[src/design/emd_pkg.sv]
// ----------------------------------------------------------------------------
// emd_pkg
// Types and codes shared by the expiring message deque core: command and
// result payloads, stored entry layout, operation and status codes.
// ----------------------------------------------------------------------------
`timescale 1ns / 1ps
`default_nettype none

package emd_pkg;

    // operation requested by one command
    typedef enum logic [2:0] {
        MODE_APPEND     = 3'd0,
        MODE_PREPEND    = 3'd1,
        MODE_POP        = 3'd2,
        MODE_DROP       = 3'd3,
        MODE_DISCONNECT = 3'd4,
        MODE_ERROR      = 3'd5,
        MODE_TIMEOUT    = 3'd6
    } mode_t;

    // status reported with each result
    typedef enum logic [2:0] {
        STAT_OK           = 3'd0,
        STAT_DISCONNECTED = 3'd1,
        STAT_TIMED_OUT    = 3'd2,
        STAT_ERROR        = 3'd3,
        STAT_EMPTY        = 3'd4,
        STAT_FULL         = 3'd5
    } status_t;

    // controller state
    typedef enum logic {
        ST_IDLE  = 1'b0,
        ST_PURGE = 1'b1
    } state_t;

    // one command transfer
    typedef struct packed {
        mode_t       mode;
        logic [31:0] msg_tag;
        logic [15:0] owner_id;
        logic [31:0] expiry_time;
        logic        stateful_flag;
        logic [31:0] now_time;
        logic [15:0] error_code;
    } cmd_t;

    // one result transfer
    typedef struct packed {
        status_t     status;
        logic [31:0] out_tag;
        logic [15:0] out_owner;
        logic [31:0] out_expiry;
        logic        out_stateful;
        logic [15:0] out_error;
        logic        last;
    } rsp_t;

    // one stored queue entry
    typedef struct packed {
        logic [31:0] tag;
        logic [15:0] owner;
        logic [31:0] expiry;
        logic        stateful;
    } entry_t;

endpackage

`default_nettype wire

[src/design/expiring_message_deque_core.sv]
// ----------------------------------------------------------------------------
// expiring_message_deque_core
// Bounded deque of pending message entries held in one synchronous memory.
// Push, pop and drop run one per cycle while not busy; purges walk the queue and compact
// the survivors in place.
// ----------------------------------------------------------------------------
//  channel   ports                  direction  transfer
//  command   start, busy, cmd       in         start && !busy at clk rise
//  result    rsp_valid, rsp         out        rsp_valid for one cycle
//
//  push, pop and drop: one command per cycle while not busy; the result passes
//  through stage one (the echo or the memory read), then the output register.
//  purges: busy while the walk runs; the walk
//  reads one entry a cycle and writes survivors back behind the read pointer.
//  a removed entry is held in a pending register so that last can be marked on the final one.
//  reset clears head, count and control; the entry memory is not cleared.
//  the receiver cannot stall; results are never held off.
// ----------------------------------------------------------------------------
`timescale 1ns / 1ps
`default_nettype none

module expiring_message_deque_core #(
    parameter int QUEUE_DEPTH = 16
) (
    input  wire logic          clk,
    input  wire logic          rst_n,
    input  wire logic          start,
    output logic               busy,
    input  wire emd_pkg::cmd_t cmd,
    output logic               rsp_valid,
    output emd_pkg::rsp_t      rsp
);

    localparam int IW = (QUEUE_DEPTH > 1) ? $clog2(QUEUE_DEPTH) : 1;
    localparam int CW = $clog2(QUEUE_DEPTH + 1);

    // entry memory
    emd_pkg::entry_t mem [QUEUE_DEPTH];
    emd_pkg::entry_t rd_data_reg;

    logic            wr_en;
    logic [IW-1:0]   wr_addr;
    emd_pkg::entry_t wr_data;
    logic            rd_en;
    logic [IW-1:0]   rd_addr;

    // control state
    emd_pkg::state_t state_reg, state_next;
    logic [IW-1:0]   head_reg, head_next;
    logic [CW-1:0]   count_reg, count_next;
    logic            s1_valid_reg, s1_valid_next;
    logic            s1_from_mem_reg, s1_from_mem_next;
    logic            rsp_valid_reg, rsp_valid_next;
    logic [CW-1:0]   rd_idx_reg, rd_idx_next;
    logic            chk_valid_reg, chk_valid_next;
    logic [CW-1:0]   wr_idx_reg, wr_idx_next;
    logic            pend_valid_reg, pend_valid_next;

    // payload
    emd_pkg::rsp_t   s1_rsp_reg, s1_rsp_next;
    emd_pkg::rsp_t   rsp_reg, rsp_next;
    emd_pkg::rsp_t   pend_reg, pend_next;
    emd_pkg::mode_t  pmode_reg, pmode_next;
    logic [31:0]     pnow_reg, pnow_next;
    logic [15:0]     perr_reg, perr_next;

    // purge walk helpers
    logic            remove;
    emd_pkg::rsp_t   item;
    emd_pkg::status_t purge_status;

    // slot of queue position off behind the head, wrapped at the depth
    function automatic logic [IW-1:0] slot_of(input logic [IW-1:0] head,
                                              input logic [CW-1:0] off);
        logic [IW:0] sum;
        sum = {1'b0, head} + (IW+1)'(off);
        if (sum >= (IW+1)'(QUEUE_DEPTH))
        begin
            sum = sum - (IW+1)'(QUEUE_DEPTH);
        end
        return sum[IW-1:0];
    endfunction

    // memory write and registered read
    always_ff @(posedge clk)
    begin
        if (wr_en)
        begin
            mem[wr_addr] <= wr_data;
        end
        if (rd_en)
        begin
            rd_data_reg <= mem[rd_addr];
        end
    end

    // control registers
    always_ff @(posedge clk or negedge rst_n)
    begin
        if (!rst_n)
        begin
            state_reg      <= emd_pkg::ST_IDLE;
            head_reg       <= '0;
            count_reg      <= '0;
            s1_valid_reg   <= 1'b0;
            rsp_valid_reg  <= 1'b0;
            chk_valid_reg  <= 1'b0;
            pend_valid_reg <= 1'b0;
            rd_idx_reg     <= '0;
            wr_idx_reg     <= '0;
        end
        else
        begin
            state_reg      <= state_next;
            head_reg       <= head_next;
            count_reg      <= count_next;
            s1_valid_reg   <= s1_valid_next;
            rsp_valid_reg  <= rsp_valid_next;
            chk_valid_reg  <= chk_valid_next;
            pend_valid_reg <= pend_valid_next;
            rd_idx_reg     <= rd_idx_next;
            wr_idx_reg     <= wr_idx_next;
        end
    end

    // payload registers
    always_ff @(posedge clk)
    begin
        s1_from_mem_reg <= s1_from_mem_next;
        s1_rsp_reg      <= s1_rsp_next;
        rsp_reg         <= rsp_next;
        pend_reg        <= pend_next;
        pmode_reg       <= pmode_next;
        pnow_reg        <= pnow_next;
        perr_reg        <= perr_next;
    end

    // purge decision on the entry read last cycle
    always_comb
    begin
        case (pmode_reg)
            emd_pkg::MODE_DISCONNECT:
            begin
                remove       = rd_data_reg.stateful;
                purge_status = emd_pkg::STAT_DISCONNECTED;
            end
            emd_pkg::MODE_ERROR:
            begin
                remove       = 1'b1;
                purge_status = emd_pkg::STAT_ERROR;
            end
            default:
            begin
                remove       = (rd_data_reg.expiry <= pnow_reg);
                purge_status = emd_pkg::STAT_TIMED_OUT;
            end
        endcase
        item.status       = purge_status;
        item.out_tag      = rd_data_reg.tag;
        item.out_owner    = rd_data_reg.owner;
        item.out_expiry   = rd_data_reg.expiry;
        item.out_stateful = rd_data_reg.stateful;
        item.out_error    = (pmode_reg == emd_pkg::MODE_ERROR) ? perr_reg : 16'd0;
        item.last         = 1'b0;
    end

    // next state and datapath control
    always_comb
    begin
        state_next       = state_reg;
        head_next        = head_reg;
        count_next       = count_reg;
        s1_valid_next    = 1'b0;
        s1_from_mem_next = 1'b0;
        s1_rsp_next      = s1_rsp_reg;
        rd_idx_next      = rd_idx_reg;
        chk_valid_next   = 1'b0;
        wr_idx_next      = wr_idx_reg;
        pend_valid_next  = pend_valid_reg;
        pend_next        = pend_reg;
        pmode_next       = pmode_reg;
        pnow_next        = pnow_reg;
        perr_next        = perr_reg;
        wr_en            = 1'b0;
        wr_addr          = head_reg;
        wr_data          = rd_data_reg;
        rd_en            = 1'b0;
        rd_addr          = head_reg;

        // output stage: finish the item held in stage one
        rsp_valid_next = s1_valid_reg;
        if (s1_from_mem_reg)
        begin
            rsp_next.status       = emd_pkg::STAT_OK;
            rsp_next.out_tag      = rd_data_reg.tag;
            rsp_next.out_owner    = rd_data_reg.owner;
            rsp_next.out_expiry   = rd_data_reg.expiry;
            rsp_next.out_stateful = rd_data_reg.stateful;
            rsp_next.out_error    = 16'd0;
            rsp_next.last         = 1'b1;
        end
        else
        begin
            rsp_next = s1_rsp_reg;
        end

        case (state_reg)
            emd_pkg::ST_IDLE:
            begin
                if (start)
                begin
                    // echo of the command for push results
                    s1_rsp_next.status       = emd_pkg::STAT_OK;
                    s1_rsp_next.out_tag      = cmd.msg_tag;
                    s1_rsp_next.out_owner    = cmd.owner_id;
                    s1_rsp_next.out_expiry   = cmd.expiry_time;
                    s1_rsp_next.out_stateful = cmd.stateful_flag;
                    s1_rsp_next.out_error    = 16'd0;
                    s1_rsp_next.last         = 1'b1;
                    wr_data.tag              = cmd.msg_tag;
                    wr_data.owner            = cmd.owner_id;
                    wr_data.expiry           = cmd.expiry_time;
                    wr_data.stateful         = cmd.stateful_flag;
                    case (cmd.mode)
                        emd_pkg::MODE_APPEND,
                        emd_pkg::MODE_PREPEND:
                        begin
                            s1_valid_next = 1'b1;
                            if (count_reg == CW'(QUEUE_DEPTH))
                            begin
                                s1_rsp_next.status = emd_pkg::STAT_FULL;
                            end
                            else
                            begin
                                wr_en      = 1'b1;
                                count_next = count_reg + CW'(1);
                                if (cmd.mode == emd_pkg::MODE_APPEND)
                                begin
                                    wr_addr = slot_of(head_reg, count_reg);
                                end
                                else
                                begin
                                    head_next = (head_reg == '0) ?
                                                IW'(QUEUE_DEPTH - 1) :
                                                head_reg - IW'(1);
                                    wr_addr   = head_next;
                                end
                            end
                        end
                        emd_pkg::MODE_POP,
                        emd_pkg::MODE_DROP:
                        begin
                            s1_valid_next = 1'b1;
                            if (count_reg == '0)
                            begin
                                s1_rsp_next              = '0;
                                s1_rsp_next.status       = emd_pkg::STAT_EMPTY;
                                s1_rsp_next.last         = 1'b1;
                            end
                            else
                            begin
                                rd_en            = 1'b1;
                                rd_addr          = head_reg;
                                s1_from_mem_next = 1'b1;
                                head_next        = slot_of(head_reg, CW'(1));
                                count_next       = count_reg - CW'(1);
                            end
                        end
                        emd_pkg::MODE_DISCONNECT,
                        emd_pkg::MODE_ERROR,
                        emd_pkg::MODE_TIMEOUT:
                        begin
                            state_next      = emd_pkg::ST_PURGE;
                            rd_idx_next     = '0;
                            wr_idx_next     = '0;
                            pend_valid_next = 1'b0;
                            pmode_next      = cmd.mode;
                            pnow_next       = cmd.now_time;
                            perr_next       = cmd.error_code;
                        end
                        default:
                        begin
                            // unused mode: no result, no change
                        end
                    endcase
                end
            end

            emd_pkg::ST_PURGE:
            begin
                // check the entry read last cycle
                if (chk_valid_reg)
                begin
                    if (remove)
                    begin
                        if (pend_valid_reg)
                        begin
                            rsp_valid_next = 1'b1;
                            rsp_next       = pend_reg;
                        end
                        pend_next       = item;
                        pend_valid_next = 1'b1;
                    end
                    else
                    begin
                        wr_en       = 1'b1;
                        wr_addr     = slot_of(head_reg, wr_idx_reg);
                        wr_data     = rd_data_reg;
                        wr_idx_next = wr_idx_reg + CW'(1);
                    end
                end

                // read the next entry of the walk
                if (rd_idx_reg < count_reg)
                begin
                    rd_en          = 1'b1;
                    rd_addr        = slot_of(head_reg, rd_idx_reg);
                    rd_idx_next    = rd_idx_reg + CW'(1);
                    chk_valid_next = 1'b1;
                end

                // walk finished: flush the held result as the last one
                if (!chk_valid_reg && (rd_idx_reg == count_reg))
                begin
                    if (pend_valid_reg)
                    begin
                        rsp_valid_next = 1'b1;
                        rsp_next       = pend_reg;
                        rsp_next.last  = 1'b1;
                    end
                    pend_valid_next = 1'b0;
                    count_next      = wr_idx_reg;
                    state_next      = emd_pkg::ST_IDLE;
                end
            end

            default:
            begin
                state_next = emd_pkg::ST_IDLE;
            end
        endcase
    end

    // ports
    assign busy      = (state_reg != emd_pkg::ST_IDLE);
    assign rsp_valid = rsp_valid_reg;
    assign rsp       = rsp_reg;

endmodule

`default_nettype wire
[config.mk]
export PLATFORM = sky130hd
export DESIGN_NAME = expiring_message_deque_core
export DESIGN_NICKNAME = d
export VERILOG_FILES = /design/src/design/emd_pkg.sv /design/src/design/expiring_message_deque_core.sv
export SDC_FILE = /design/constraint.sdc
export NUM_CORES = 2
export LEC_CHECK = 0
export ABC_AREA = 1
export BUFFER_PORTS_ARGS = -buffer_cell sky130_fd_sc_hd__buf_2
export CAP_MARGIN = 20
export CORE_MARGIN = 10
export CORE_UTILIZATION = 56
export CTS_CLUSTER_SIZE = 24
export DETAILED_ROUTE_END_ITERATION = 10
export PLACE_DENSITY_LB_ADDON = 0.25
export SYNTH_ARGS = -nofsm -noshare
export SYNTH_HDL_FRONTEND = slang
export SYNTH_SLANG_ARGS = --single-unit
[constraint.sdc]
create_clock -name clk -period 6.1 [get_ports clk]
set_clock_uncertainty 0.1 [all_clocks]
set_input_delay 0.61 -clock clk [delete_from_list [all_inputs] [get_ports clk]]
set_output_delay 0.61 -clock clk [all_outputs]
set_load 0.01 [all_outputs]
==> impl_metrics.yaml <==
sta:
  setup_tns_ns: 0
  grt_setup_unrepaired: "no"
  fmax_mhz: 216
  hold_violations: 0
  finalSetupViolations: 0
  slew_viol_final: 0
  fin_crit_ns: 4.62
  relSlewSlack_pct: 0.692
  period_share_pct: 75.8
  worst_pin_slew_ns: 1.49
layout:
  drive_gt1_share_pct: 12.0
  final_net_count: 5583
  largest_register_ff_count: 1296
  register_area_sq_um: 51000
  syn_to_final_growth_pct: 13.6
  fill_cells: 8589
  multi_input_area_sq_um: 15100
floorplanning:
  start_util_pct: 56.6
  dieArea_sq_um: 136000
  core_sq_um: 120000
  die_width_um: 369
  die_y_um: 369
  rows: 127
  io_pins: 238
global_routing:
  grt_pass1_wl_um: 259000
  antenna_found_initial: 0
  grt_max_degree: 299
  grt_overflow: 0
  grt_usage_pct: 24.4
  grt_pass1_vias: 42326
hold_path:
  min_path_type: "in2reg"
  holdPathStages: 3
setup_path:
  start_kind: "register"
  path_depth: 14
  crit_top_cell: "nand2_1"
  path_class: "reg2reg"
  cp_data_required_time_ns: 6.46
  rr_worst_depth: 14
  cp.buffers_inverters: 1
  critical_path.top_delay_family: "simple AND/OR/NAND/NOR gates"
  path_cells: "ha_1 -> nand2_1 -> nor2_1 -> nand2_1 -> nor2_1 -> nand2_1 -> nand2_1 -> nand2_1 -> nand2_2 -> nand2_1 -> a21oi_2 -> nand3_1 -> nor2_4 -> buf_4"
  cp_max_fo: 25
  critPathCaptureType: "register"
  worstPathArrival_ns: 4.98
  slowest_stage: "nor2_4"
  cpPeakStageDelay_ns: 0.98
synth:
  yosys_register_bits: 1736
  yosysTopAreaCellShare_pct: 70.9
  synthCells: 5104
  syn_nets: 5297
  synthFlopType: "edfxtp_1"
  synth_edf_count: 1610
  yosysSeqAreaShare_pct: 74.8
  yosysTopAreaCell: "edfxtp_1"
  synth.distinct_cells: 52
  avgSynthCellArea_sq_um: 13.4
  yosys-top-cells-area: "edfxtp_1, o21ai_0, nor2_1, o221ai_1, dfxtp_1"
  synth_warnings: 0
  netlist_area_sq_um: 68200
  async_flop_share_pct: 1.38
drt:
  drt-vias-per-instance: 6.06
  wl_met1_um: 70800
  detail-route-antenna-nets: 0
  wire_per_inst_um: 23.9
  via_count: 43261
  dr_wl_met3_um: 14600
  firstDrtPassIters: 6
  drt-total-wl_um: 171000
  drc: 0
  drtIter0Drc: 4973
  wl_met2_um: 81300
  top_layer: "met4"
place:
  place_hpwl_um: 92700
  gp_routability_congestion: 0.844
  port_buffers: 237
cts:
  cts.clk_slew.worst_paths_ns: 0.06
  cts_buffer_depth: 3
  htreeDepth: 4
  insertion_delay_ns: 0.79
  numCtsBuffers: 171
  post_cts_buffers: 0
  cts_resized: 0
  cts_tree: "built"
  ctsRootBufferMaster: "clkbuf_16"
  clock_sinks: 1736
run_status:
  status: "finished, final reports clean"
run:
  max_cap_viol_count: 0
worst paths after layout:
check                                        from                       end  slack [ns]
max                            item[49]$_DFFE_PP_      mem[7][44]$_DFFE_PP_        1.48
min reg2reg                s1_valid_reg$_DFF_PN0_       rsp_valid$_DFF_PN0_        0.34
min in group asynchronous                   rst_n   head_reg[0]$_DFFE_PN0P_        0.30
min                                      cmd[109]  s1_rsp_reg[78]$_DFFE_PP_        0.04
max reg2reg                    item[49]$_DFFE_PP_      mem[7][44]$_DFFE_PP_        1.48
max in group asynchronous                   rst_n       rsp_valid$_DFF_PN0_        5.22
cell type report:
type / instances / area share, %
sequential: 1736 / 65.9
multi-input combinational: 2826 / 19.5
clock buffer: 246 / 6.18
timing repair buffer: 444 / 4.21
tap: 1612 / 2.61
inverter: 211 / 1.07
clock inverter: 64 / 0.556
antenna: 2 / 0.00646
placed cells by master, fill, tap and decap left out, drive strengths merged, types with 2 or more instances in the layout:
cell type    netlist  routed
clkbuf           167     246
ha                54      54
fa                 4       4
o211ai            88      88
xnor2              3       3
a21o               3       3
nor2             874     874
diode              0       2
a21oi             53      53
bufinv             0       4
nand2            280     280
o221ai           243     243
o21bai            82      82
a211oi             2       2
nand3            205     205
buf              164     391
o21ai            830     830
and3               2       2
dfrtp             24      24
mux2i             19      19
edfxtp          1610    1610
o21a              53      53
nand3b             2       2
nor3               3       3
inv              211     217
xor2              10      10
dfxtp            102     102
a31oi              3       3
dlygate4sd3        0      53
or2                3       3
nand4              4       4
clkinv             0      53
metrics by stage:
stage                     cell area (sq um)  hold slack [ns]  std cells  setup slack (ns)  utilization (%)
after floorplan                       68200            0.214       5104            0.0938                -
after global placement                71400            0.319       6750              1.46             59.3
after detailed placement              71500            0.324       6757              1.44             59.4
after CTS                             77300          0.00108       7120              1.43             64.2
after global routing                  77400           0.0444       7139              1.13             64.3
final                                 77400           0.0418       7141              1.48             64.3
cells by family after synthesis:
kind of cell | share of synthesized area [%]
flip-flops | 74.8
buffers and inverters | 3.33
AND/OR/NAND/NOR | 8.08
AO/OA/AOI/OAI | 12.2
adder cells (fa/ha/maj) | 1.11
multiplexers | 0.279
XOR/XNOR | 0.178
worst register-to-register path: cells and delay by family, from the launching register on:
family | cells | cell delay (ns)
AND/OR/NAND/NOR | 11 | 2.69
flip-flops | 1 | 0.44
buffers and inverters | 1 | 0.41
adder cells (fa/ha/maj) | 1 | 0.33
AO/OA/AOI/OAI | 1 | 0.33
Yosys cell counts, types with 2 or more instances:
master	count
a211oi_1	2
a21o_1	3
a21oi_1	50
a21oi_2	3
a31oi_1	3
and3_1	2
buf_2	153
buf_4	9
clkbuf_1	165
clkbuf_2	2
dfrtp_1	24
dfxtp_1	102
edfxtp_1	1610
fa_1	4
ha_1	54
inv_1	205
inv_2	5
mux2i_1	19
nand2_1	274
nand2_2	5
nand3_1	204
nand3b_1	2
nand4_1	3
nor2_1	872
nor3_1	2
o211ai_1	88
o21a_1	53
o21ai_0	747
o21ai_1	82
o21bai_1	82
o221ai_1	243
or2_2	2
xnor2_1	3
xor2_1	9
layer usage:
layer	vias up	global-route usage, %
li1	19457	-
met1	21515	34.5
met2	2013	39.3
met3	276	3.96
met4	0	6.90
met5	-	0
what timing repair did:
action | CTS | global route
hold buffers | 53 | 0
endpoints found under the hold margin | 77 | 0
endpoints found under the setup margin | 0 | 0
Power is left out: the tool's default activity adds up to more than one toggle a clock period on the data nets, which glitch-free logic cannot reach.
